## config.mk

```make
export PLATFORM = sky130hd
export DESIGN_NAME = mbda_queue
export DESIGN_NICKNAME = d
export VERILOG_FILES = /design/src/hw/rtl/mbda_pkg.sv /design/src/hw/rtl/mbda_queue.sv
export SDC_FILE = /design/constraint.sdc
export NUM_CORES = 1
export LEC_CHECK = 0
export BUFFER_PORTS_ARGS = -buffer_cell sky130_fd_sc_hd__buf_2
export CORE_MARGIN = 3
export CORE_UTILIZATION = 30
export CTS_CLUSTER_SIZE = 12
export DETAILED_ROUTE_END_ITERATION = 8
export MAX_ROUTING_LAYER = met4
export PLACE_DENSITY = 0.58
export SYNTH_ARGS = -nofsm -noshare
export SYNTH_HDL_FRONTEND = slang
export SYNTH_SLANG_ARGS = --single-unit
```

## constraint.sdc

```tcl
create_clock -name clock -period 6.3 [get_ports clock]
set_clock_uncertainty 0.2 [all_clocks]
set_input_delay 0.63 -clock clock [delete_from_list [all_inputs] [get_ports clock]]
set_output_delay 0.63 -clock clock [all_outputs]
set_load 0.005 [all_outputs]
```

## src/hw/rtl/mbda_pkg.sv

```systemverilog
// Shared types, constants and helpers of the multi-bin DFT accumulator.
package mbda_pkg;

   localparam int CORDIC_STAGES = 16;
   localparam int CORDIC_LAT    = CORDIC_STAGES + 2;
   localparam int ELEM_W        = 10;
   localparam int SAMPLE_W      = 16;
   localparam int TIME_W        = 32;
   localparam int FREQ_W        = 32;
   localparam int ACC_W         = 48;
   localparam int OUT_W         = 64;
   localparam int MAX_LANES     = 4;
   localparam int QUEUE_DEPTH   = 4;
   localparam int CSR_IDX_W     = 3;
   localparam int CSR_DATA_W    = 32;

   localparam logic [CSR_IDX_W-1:0] CSR_FREQ_A       = 3'd0;
   localparam logic [CSR_IDX_W-1:0] CSR_FREQ_B       = 3'd1;
   localparam logic [CSR_IDX_W-1:0] CSR_FREQ_C       = 3'd2;
   localparam logic [CSR_IDX_W-1:0] CSR_FREQ_D       = 3'd3;
   localparam logic [CSR_IDX_W-1:0] CSR_FREQS_IN_USE = 3'd4;

   localparam logic CMD_ACCUM = 1'b0;
   localparam logic CMD_READ  = 1'b1;

   // arctangent of 2^-i in 2^-32 turns
   localparam logic [31:0] ATAN_TURNS [CORDIC_STAGES] = '{
      32'd536870912, 32'd316933406, 32'd167458907, 32'd85004756,
      32'd42667331,  32'd21354465,  32'd10679838,  32'd5340245,
      32'd2670163,   32'd1335087,   32'd667544,    32'd333772,
      32'd166886,    32'd83443,     32'd41722,     32'd20861
   };

   localparam logic signed [32:0] CORDIC_X0 = 33'sd652032874;

   typedef struct packed {
      logic [MAX_LANES-1:0][FREQ_W-1:0] freq;
      logic [2:0]                       freqs_in_use;
   } cfg_type;

   typedef struct packed {
      logic                       cmd;
      logic                       elem_ok;
      logic [ELEM_W-1:0]          element;
      logic                       bin_ok;
      logic [1:0]                 bin;
      logic [MAX_LANES-1:0]       lane_en;
      logic [TIME_W-1:0]          step_time;
      logic signed [SAMPLE_W-1:0] sample;
      logic [TIME_W-1:0]          interval;
   } item_type;

   // round half up to Q1.15 and clamp to +-32767
   function automatic logic signed [15:0] to_q15(input logic signed [32:0] v);
      logic signed [33:0] r;
      r = ($signed({v[32], v}) + 34'sd16384) >>> 15;
      if (r > 34'sd32767) begin
         to_q15 = 16'sd32767;
      end else if (r < -34'sd32767) begin
         to_q15 = -16'sd32767;
      end else begin
         to_q15 = r[15:0];
      end
   endfunction

endpackage

```

## src/hw/rtl/mbda_queue.sv

```systemverilog
// Small request queue between front and back end.
module mbda_queue import mbda_pkg::*; (
   input  logic     clock,
   input  logic     reset,
   input  logic     push,
   input  item_type push_item,
   input  logic     pop,
   output item_type pop_item,
   output logic     not_empty,
   output logic     not_full
);

   localparam int PW = $clog2(QUEUE_DEPTH);

   item_type        entry_ff [QUEUE_DEPTH];
   logic [PW-1:0]   wr_ptr_ff, rd_ptr_ff;
   logic [PW:0]     count_ff, count_in;

   assign not_empty = count_ff != '0;
   assign not_full  = count_ff != (PW+1)'(QUEUE_DEPTH);
   assign pop_item  = entry_ff[rd_ptr_ff];

   always_comb begin
      count_in = count_ff;
      if (push && !pop) begin
         count_in = count_ff + 1'b1;
      end else if (pop && !push) begin
         count_in = count_ff - 1'b1;
      end
   end

   always_ff @(posedge clock) begin
      if (push) begin
         entry_ff[wr_ptr_ff] <= push_item;
      end
   end

   always_ff @(posedge clock) begin
      if (reset) begin
         wr_ptr_ff <= '0;
         rd_ptr_ff <= '0;
         count_ff  <= '0;
      end else begin
         if (push) begin
            wr_ptr_ff <= wr_ptr_ff + 1'b1;
         end
         if (pop) begin
            rd_ptr_ff <= rd_ptr_ff + 1'b1;
         end
         count_ff <= count_in;
      end
   end

endmodule

```

==> flow_summary_export.csv <==
group,metric,value,unit
clock_tree,cts_tree,"yes",
finish,layout.cells.non_filler,1447,
power,p_leak,5.82,nW
sta,fin_crit,3.55,ns
critical_path,r2r_slack,3.61,ns
power,powerDensity,332,mW/mm2
power,total_power,5.86,mW
finish,area_delta_synth_final,20.3,%
hold_path,hold-path-endpoint,"entry_ff[2][78]",
sta,setup_violations,0,
synthesis,synth-seq-cells,405,
sta,maxSlewHeadroom,0.273,
clock_tree,clock_sinks,405,
sta,rsz0062_at_grt,"false",
sta,finalHoldViolCount,0,
finish,utilization,0.368,
synthesis,syn-num-nets,671,
placed_design,place.gp.congestion,0.650,
finish,final_nets,904,
routing,drc,0,
sta,worst_slew_pin_slew,1.09,ns
routing,wl_per_cell,20.1,um
clock_tree,cts_buffers,43,
hold_path,hp-class,"in -> reg",
clock_tree,clockBufferDepth,3,
synthesis,synthTopCellsByArea,"edfxtp_1, mux4_2, dfxtp_1",
critical_path,cp.arrival,2.72,ns
placed_design,placed_area,0.0164,mm2
critical_path,path_max_fanout,69,
die,die_height,227,um
routing,via_count,6511,
finish,drive_gt1_frac,0.445,
critical_path,r2r_cells,3,
sta,min_period_over_period,0.563,
hold_path,hold_depth,1,
clock_tree,cts_root_buf,"clkbuf_16",
critical_path,timing.rr.end,"entry_ff[1][79]",
synthesis,synth-simple-area-share,0.00511,
finish,mostFrequentLayoutCells,"edfxtp_1, buf_2, mux4_2",
die,core_area,0.0480,mm2
power,irDropWorstVdd,0.205,mV
die,die_x,227,um
synthesis,syn_inst,562,
critical_path,worstSetupStartpointType,"flop",
routing,drtPass1Iterations,4,
synthesis,synth.distinct_cells,20,
clock_tree,ctsHoldBuffers,0,
die,initial_core_util,0.306,
critical_path,worstReg2RegStart,"wr_ptr_ff[0]",
synthesis,ys_warn_count,0,
hold_path,holdCritStartpoint,"push_item[78]",
routing,ant_nets,0,
synthesis,synth_top_family_by_area,"multiplexers",
critical_path,worstPathCellList,"buf_12, mux4_2, buf_2",
synthesis,synth_top_area_share,0.810,
sta,setup_ws,2.75,ns
critical_path,cp-end-kind,"output port",
critical_path,critical_path_required,5.47,ns
clock_tree,cts_resized,0,
critical_path,critPathBufInv,2,
critical_path,cp_top_family,"flip-flops",
die,ioPinCount,204,
synthesis,synth_area_leader_cell,"edfxtp_1",
sta,fin_setup_tns,0,ns
placed_design,dp.cells,1365,
die,std_cell_rows,80,
grt,track_usage,0.118,
sta,finalMaxSlewViolations,0,
finish,final_area,0.0177,mm2
placed_design,dp_hpwl,17000,um
sta,hold_slack,0.0931,ns
critical_path,crit_slowest_cell,"dfxtp_4",
synthesis,synth_compound_area_frac,0.000682,
clock_tree,htree_levels,2,
synthesis,syn_area,0.0147,mm2
routing,via_per_inst,4.50,
run,cap_violations,0,
routing,drt_iter0_markers,313,
clock_tree,postCtsSetupRepairBufs,0,
critical_path,critical-path-max-stage-delay,0.79,ns
grt,grt_antenna_before_repair,8,
grt,grt_pass1_vias,7127,
synthesis,syn_area_per_cell,26.1,um2
grt,grt_max_degree,70,
placed_design,dp_slack,3.19,ns
grt,grt_overflow_total,0,
synthesis,synth_mux_area_frac,0.153,
clock_tree,path_clk_slew,0.06,ns
routing,drt_wl_total,29100,um
status,status,"complete, no violations",
grt,grt_pass1_wl,44000,um
die,die_area,0.0516,mm2
synthesis,synth_xor_area_frac,0.00298,
finish,final_common_cell,"edfxtp_1",
clock_tree,insertion_delay,0.54,ns
critical_path,worstSetupPathType,"reg -> out",
placed_design,numPortBuffers,203,
synthesis,yosysSeqAreaShare,0.822,
sta,fmax,0.282,GHz
synthesis,synthAdderAreaFrac,0.00563,
synth_stat cells:
library cell and instances:
buf_4 1, buf_2 10, inv_1 4, ha_1 5, xor2_1 3, dfxtp_1 9, mux4_2 99, buf_8 2
clkbuf_1 9, o21ai_0 1, or3_1 2, a21oi_1 1, xnor2_1 2, nand2_1 2, mux2i_1 2, edfxtp_1 396
and2_1 4, fa_1 1, buf_6 1, nor2_1 8
registers in the layout (all words and copies together) (netlist names), named ones only:
name and count:
rd_ptr_ff 2, wr_ptr_ff 2, count_ff 3, entry_ff 396
where the power goes:
group / internal [mW] / switching [mW] / total (mW)
combinational: 0.248 / 0.254 / 0.502
clock: 1.26 / 0.959 / 2.21
sequential: 3.10 / 0.0479 / 3.15
kinds of logic after synthesis:
family                     count (synthesis)
xor gates and xnor gates                   5
DFF                                      405
AOI/OAI and AO/OA                          2
buffers and inverters                     27
muxes                                    101
and+or+nand+nor                           16
adders and majority gates                  6
how the worst max path moves through the flow:
| stage | startpoint | endpoint | cells after the start |
|---|---|---|---|
| after floorplan | push | entry_ff[0][0] | 1 |
| after global placement | flop | pop_item[45] | 3 |
| after detailed placement | push | entry_ff[1][35] | 3 |
| final | flop | pop_item[36] | 3 |
| after global routing | flop | pop_item[80] | 3 |
| after CTS | flop | pop_item[39] | 3 |
final cells by class:
cell class / instances / area (um2)
clock buffers: 57 / 1130
well taps: 615 / 769
diodes: 8 / 20.0
clock inverters: 17 / 88.8
repair buffers: 211 / 1090
flip-flops and latches: 405 / 12100
fillers: 4421 / 30400
multi-input cells: 130 / 2470
inverters: 4 / 15.0
metal layers:
layer	global-route usage	share of wire	up-vias
li1	-	-	2891
met1	0.146	0.42	3403
met2	0.183	0.48	175
met3	0.0440	0.077	42
met4	0.0316	0.018	0
met5	-	0	-
No activity file was read; power rests on OpenSTA's default activity.
