File: config.mk
export PLATFORM = sky130hd
export DESIGN_NAME = mbda_front
export DESIGN_NICKNAME = d
export VERILOG_FILES = /design/src/hw/rtl/mbda_pkg.sv /design/src/hw/rtl/mbda_front.sv
export SDC_FILE = /design/constraint.sdc
export NUM_CORES = 1
export LEC_CHECK = 0
export BUFFER_PORTS_ARGS = -buffer_cell sky130_fd_sc_hd__buf_2
export CAP_MARGIN = 40
export CELL_PAD_IN_SITES_DETAIL_PLACEMENT = 1
export CELL_PAD_IN_SITES_GLOBAL_PLACEMENT = 2
export CORE_UTILIZATION = 27
export DETAILED_ROUTE_END_ITERATION = 7
export PLACE_DENSITY_LB_ADDON = 0.08
export SETUP_SLACK_MARGIN = 0.2
export SYNTH_ARGS = -nofsm -noshare
export SYNTH_HDL_FRONTEND = slang
export SYNTH_SLANG_ARGS = --single-unit
File: constraint.sdc
create_clock -name clock -period 2.78 [get_ports clock]
set_clock_uncertainty 0.05 [all_clocks]
set_input_delay 0.417 -clock clock [delete_from_list [all_inputs] [get_ports clock]]
set_output_delay 0.417 -clock clock [all_outputs]
set_load 0.02 [all_outputs]
File: src/hw/rtl/mbda_pkg.sv
// Shared types, constants and helpers of the multi-bin DFT accumulator.
package mbda_pkg;

   localparam int CORDIC_STAGES = 16;
   localparam int CORDIC_LAT    = CORDIC_STAGES + 2;
   localparam int ELEM_W        = 10;
   localparam int SAMPLE_W      = 16;
   localparam int TIME_W        = 32;
   localparam int FREQ_W        = 32;
   localparam int ACC_W         = 48;
   localparam int OUT_W         = 64;
   localparam int MAX_LANES     = 4;
   localparam int QUEUE_DEPTH   = 4;
   localparam int CSR_IDX_W     = 3;
   localparam int CSR_DATA_W    = 32;

   localparam logic [CSR_IDX_W-1:0] CSR_FREQ_A       = 3'd0;
   localparam logic [CSR_IDX_W-1:0] CSR_FREQ_B       = 3'd1;
   localparam logic [CSR_IDX_W-1:0] CSR_FREQ_C       = 3'd2;
   localparam logic [CSR_IDX_W-1:0] CSR_FREQ_D       = 3'd3;
   localparam logic [CSR_IDX_W-1:0] CSR_FREQS_IN_USE = 3'd4;

   localparam logic CMD_ACCUM = 1'b0;
   localparam logic CMD_READ  = 1'b1;

   // arctangent of 2^-i in 2^-32 turns
   localparam logic [31:0] ATAN_TURNS [CORDIC_STAGES] = '{
      32'd536870912, 32'd316933406, 32'd167458907, 32'd85004756,
      32'd42667331,  32'd21354465,  32'd10679838,  32'd5340245,
      32'd2670163,   32'd1335087,   32'd667544,    32'd333772,
      32'd166886,    32'd83443,     32'd41722,     32'd20861
   };

   localparam logic signed [32:0] CORDIC_X0 = 33'sd652032874;

   typedef struct packed {
      logic [MAX_LANES-1:0][FREQ_W-1:0] freq;
      logic [2:0]                       freqs_in_use;
   } cfg_type;

   typedef struct packed {
      logic                       cmd;
      logic                       elem_ok;
      logic [ELEM_W-1:0]          element;
      logic                       bin_ok;
      logic [1:0]                 bin;
      logic [MAX_LANES-1:0]       lane_en;
      logic [TIME_W-1:0]          step_time;
      logic signed [SAMPLE_W-1:0] sample;
      logic [TIME_W-1:0]          interval;
   } item_type;

   // round half up to Q1.15 and clamp to +-32767
   function automatic logic signed [15:0] to_q15(input logic signed [32:0] v);
      logic signed [33:0] r;
      r = ($signed({v[32], v}) + 34'sd16384) >>> 15;
      if (r > 34'sd32767) begin
         to_q15 = 16'sd32767;
      end else if (r < -34'sd32767) begin
         to_q15 = -16'sd32767;
      end else begin
         to_q15 = r[15:0];
      end
   endfunction

endpackage

File: src/hw/rtl/mbda_front.sv
// Front end: CSRs, step interval tracking and request classification.
module mbda_front import mbda_pkg::*; #(
   parameter int NUM_BINS     = 4,
   parameter int NUM_ELEMENTS = 1024
) (
   input  logic                       clock,
   input  logic                       reset,
   input  logic                       csr_wen,
   input  logic [CSR_IDX_W-1:0]       csr_index,
   input  logic [CSR_DATA_W-1:0]      csr_wdata,
   input  logic                       req_valid,
   output logic                       req_ready,
   input  logic                       req_cmd,
   input  logic [ELEM_W-1:0]          req_element,
   input  logic [1:0]                 req_bin,
   input  logic [TIME_W-1:0]          req_step_time,
   input  logic                       req_first_of_step,
   input  logic signed [SAMPLE_W-1:0] req_sample,
   input  logic                       q_not_full,
   input  logic                       clear_busy,
   output logic                       push,
   output item_type                   push_item,
   output cfg_type                    cfg
);

   localparam int NB = (NUM_BINS < MAX_LANES) ? NUM_BINS : MAX_LANES;

   logic [FREQ_W-1:0] freq_ff [MAX_LANES];
   logic [2:0]        use_ff;
   logic [TIME_W-1:0] prev_time_ff, prev_time_in;
   logic [TIME_W-1:0] interval_ff, interval_in;
   logic [2:0]        use_eff;

   assign req_ready = q_not_full & ~clear_busy;
   assign push      = req_valid & req_ready;

   always_ff @(posedge clock) begin
      if (reset) begin
         for (int i = 0; i < MAX_LANES; i++) begin
            freq_ff[i] <= '0;
         end
         use_ff <= 3'd4;
      end else if (csr_wen) begin
         case (csr_index)
            CSR_FREQ_A:       freq_ff[0] <= csr_wdata;
            CSR_FREQ_B:       freq_ff[1] <= csr_wdata;
            CSR_FREQ_C:       freq_ff[2] <= csr_wdata;
            CSR_FREQ_D:       freq_ff[3] <= csr_wdata;
            CSR_FREQS_IN_USE: use_ff <= csr_wdata[2:0];
            default:          ;
         endcase
      end
   end

   always_comb begin
      for (int i = 0; i < MAX_LANES; i++) begin
         cfg.freq[i] = freq_ff[i];
      end
      cfg.freqs_in_use = use_ff;
   end

   always_comb begin
      prev_time_in = prev_time_ff;
      interval_in  = interval_ff;
      if (push && req_cmd == CMD_ACCUM && req_first_of_step) begin
         interval_in  = req_step_time - prev_time_ff;
         prev_time_in = req_step_time;
      end
   end

   always_ff @(posedge clock) begin
      if (reset) begin
         prev_time_ff <= '0;
         interval_ff  <= '0;
      end else begin
         prev_time_ff <= prev_time_in;
         interval_ff  <= interval_in;
      end
   end

   always_comb begin
      if (use_ff == 3'd0) begin
         use_eff = 3'd1;
      end else if (use_ff > 3'(NB)) begin
         use_eff = 3'(NB);
      end else begin
         use_eff = use_ff;
      end
      push_item.cmd       = req_cmd;
      push_item.elem_ok   = {7'b0, req_element} < 17'(NUM_ELEMENTS);
      push_item.element   = req_element;
      push_item.bin_ok    = {1'b0, req_bin} < 3'(NB);
      push_item.bin       = req_bin;
      for (int b = 0; b < MAX_LANES; b++) begin
         push_item.lane_en[b] = 3'(b) < use_eff;
      end
      push_item.step_time = req_step_time;
      push_item.sample    = req_sample;
      // reads carry the interval in force at their place in the stream
      push_item.interval  = interval_ff;
   end

endmodule

==> insert_results.sql <==
INSERT INTO impl_metrics (metric_group, metric, value, unit) VALUES
('route', 'drt_iter0_drc', '302', ''),
('synthesis', 'yosysTopAreaCellShare', '41.1', '%'),
('power', 'power.density_cell_area', '553', 'mW/mm^2'),
('timing', 'worst_slack', '0.151', 'ns'),
('floorplanning', 'io-pin-count', '335', ''),
('placement', 'count_of_buffers_inserted_at_the_top_level_ports', '275', ''),
('synthesis', 'synth_top_cells_by_count', 'and2_1, edfxtp_1, nand2_1, a21oi_1, dfxtp_1', ''),
('worst_setup_path', 'destination_of_the_critical_timing_path', 'interval_ff[30]', ''),
('route', 'count_of_unresolved_drc_violations_after_routing', '0', ''),
('route', 'postRouteWirelength', '29500', 'um'),
('floorplanning', 'chipWidth', '188', 'um'),
('synthesis', 'synth_fa_ha_area_share', '4.36', '%'),
('placement', 'dpl.hpwl', '21500', 'um'),
('worst_setup_path', 'critPathLaunch', 'prev_time_ff[7]', ''),
('timing', 'fmax', '380', 'MHz'),
('floorplanning', 'dieHeight', '188', 'um'),
('worst_setup_path', 'critPathRequiredTime', '3.08', 'ns'),
('worst_setup_path', 'timing_worst_setup_path_type', 'flop to flop', ''),
('timing', 'timing_worst_slew_pin_value', '0.530', 'ns'),
('global_route', 'grt_max_degree', '34', ''),
('global_route', 'first_pass_grt_wire_length', '44900', 'um'),
('synthesis', 'netlist_area', '0.00936', 'sq mm'),
('outcome', 'status', 'finished clean', ''),
('placement', 'placement.setup.worst_slack', '-0.254', 'ns'),
('route', 'vias_per_cell', '4.46', ''),
('power', 'power.leakage', '0.00502', 'uW'),
('job', 'cap_viol_max_count', '0', ''),
('synthesis', 'synth.most_common_cell', 'and2_1', ''),
('synthesis', 'combinational_family_with_the_most_area_after_synthesis', 'simple AND/OR/NAND/NOR gates', ''),
('synthesis', 'avgSynthCellArea', '10.5', 'sq um'),
('clocking', 'tritoncts_clock_tree', 'built', ''),
('synthesis', 'synthXorXnorAreaFrac', '2.15', '%'),
('floorplanning', 'floorplan.initialDensity', '27.7', '%'),
('global_route', 'vias_in_the_first_global_route', '7405', ''),
('worst_setup_path', 'maximum_fanout_along_the_worst_path', '4', ''),
('clocking', 'clockBufferDepth', '2', ''),
('timing', 'timing.final.setup_violations', '0', ''),
('timing', 'final_hold_viol_count', '0', ''),
('route', 'route.antenna.remaining_nets', '0', ''),
('placement', 'placed_cells_incl_taps', '1593', ''),
('placement', 'detailed_place.area', '0.0114', 'sq mm'),
('worst_setup_path', 'endpoint_kind', 'flop', ''),
('cells_and_area', 'fill_cell_total_of_the_finished_layout', '3848', ''),
('timing', 'drv_slew', '0', ''),
('global_route', 'globalRouteOverflowTotal', '0', ''),
('timing', 'layout_worst_path_cycle_share', '94.6', '%'),
('worst_setup_path', 'worstReg2RegEnd', 'interval_ff[30]', ''),
('clocking', 'cts_made_buffers', '17', ''),
('global_route', 'initial_antenna_violation_count', '0', ''),
('synthesis', 'yosys.area_share.simple', '17.9', '%'),
('cells_and_area', 'post_route_cells_drive_above_1_share', '39.0', '%'),
('cells_and_area', 'multiInputGateArea', '0.00375', 'sq mm'),
('synthesis', 'muxShareOfSynthArea', '0.321', '%'),
('worst_setup_path', 'r2r_start', 'prev_time_ff[7]', ''),
('cells_and_area', 'syn2layout_area_growth', '31.9', '%'),
('floorplanning', 'core_area', '0.0338', 'sq mm'),
('clocking', 'clk_sink_count', '195', ''),
('worst_hold_path', 'min-delay-path-class', 'input port to flop', ''),
('route', 'detailed_router_iteration_count_before_antenna_repair', '4', ''),
('power', 'worst_ir_drop_on_vdd', '0.436', 'mV'),
('timing', 'max_slew_margin', '64.7', '%'),
('synthesis', 'synth-async-reset-ratio', '0', '%'),
('cells_and_area', 'antennaDiodeCount', '0', ''),
('synthesis', 'synth-compound-area-share', '11.4', '%'),
('timing', 'unrepaired_setup_endpoints_after_global_routing', 'true', ''),
('cells_and_area', 'finish.instance_area', '0.0123', 'sq mm'),
('route', 'route.vias.total', '7291', ''),
('clocking', 'ctsHtreeMaxLevel', '4', ''),
('synthesis', 'netlist_instances', '888', ''),
('route', 'wl_per_cell', '18.0', 'um'),
('global_route', 'grt_util_all_layers', '16.7', '%');
==> cells in the final DEF (no fill, tap or decap), types with 6 or more instances in the layout <==
master     netlist  layout
a211oi_1        10       8
a21o_1          14      14
a21oi_1         80      72
and2_1         132     131
buf_2            2     275
buf_4           65      93
clkbuf_16        0      17
dfxtp_1         67      61
dfxtp_2          0       6
edfxtp_1       128     128
ha_1            31      21
ha_4             0       8
inv_1           38      37
nand2_1        112     109
nand3_1         10      10
nor2_1          26      26
o21ai_0         18      15
xnor2_1         11      10
xor2_1          12      11
==> critical path, cell delays in order, from the launching register on <==
cell,delay (ns)
dfxtp_1,0.33
inv_1,0.05
ha_1,0.33
a211oi_2,0.28
o21bai_2,0.11
a31o_2,0.25
a31o_1,0.21
a41oi_2,0.24
nor4_2,0.08
or3_1,0.36
a32o_1,0.25
==> logic make-up after synthesis <==
family | Yosys count
compound gates | 169
xor+xnor | 23
fa+ha+maj | 32
buf+inv | 144
flops | 195
mux | 3
other cells | 1
simple gates | 321
==> per-stage QoR <==
step / hold WS (ns) / power, uW / setup TNS (ns) / util [%]
6_report: 0.169 / 6820 / 0 / 36.5
5_1_grt: 0.171 / 7090 / 0 / 36.5
4_1_cts: 0.141 / 6880 / 0 / 35.9
3_5_place_dp: 0.396 / 4380 / -1.51 / 33.7
3_3_place_gp: 0.390 / 4380 / -0.867 / 33.7
2_1_floorplan: 0.386 / 3980 / 0 / -
==> layout make-up <==
class	count	area share (%)
clock inverter	13	1.04
timing repair buffer	371	17.3
tap	448	4.54
sequential	195	42.1
inverter	38	1.16
multi-input combinational	551	30.4
clock buffer	18	3.48
==> routing by layer <==
metal	vias up	share of wire (%)	global-route usage (%)	routed length [um]
li1	3552	-	-	-
met1	3466	47	22.2	14000
met2	229	46	26.7	13500
met3	44	5.3	3.76	1560
met4	0	1.6	5.41	458
met5	-	0	0	0
==> sequential cells by signal, summed over array words and instances (netlist names) <==
register,flops
freq_ff,128
interval_ff,32
prev_time_ff,32
use_ff,3
==> repair_timing <==
| item | 4_1_cts | 5_1_grt |
|---|---|---|
| pin swaps | 10 | 14 |
| setup buffers | 4 | 6 |
| endpoints found under the setup margin | 11 | 16 |
| resized for setup | 30 | 31 |
==> worst min path at each step <==
stage	start	to	slack (ns)	cells past startpoint
after floorplan	prev_time_ff[10]	prev_time_ff[10]	0.39	2
after global placement	interval_ff[19]	interval_ff[19]	0.39	2
after detailed placement	interval_ff[4]	interval_ff[4]	0.40	2
after CTS	req_step_time[0]	prev_time_ff[0]	0.14	3
after global routing	req_step_time[31]	prev_time_ff[31]	0.17	3
final	req_step_time[0]	prev_time_ff[0]	0.17	3
==> power by group <==
group / switching (uW) / total [uW] / internal, uW
Combinational: 695 / 1110 / 418
Clock: 1190 / 2440 / 1250
Sequential: 39.8 / 3260 / 3220
(Power assumes the default switching activity.)
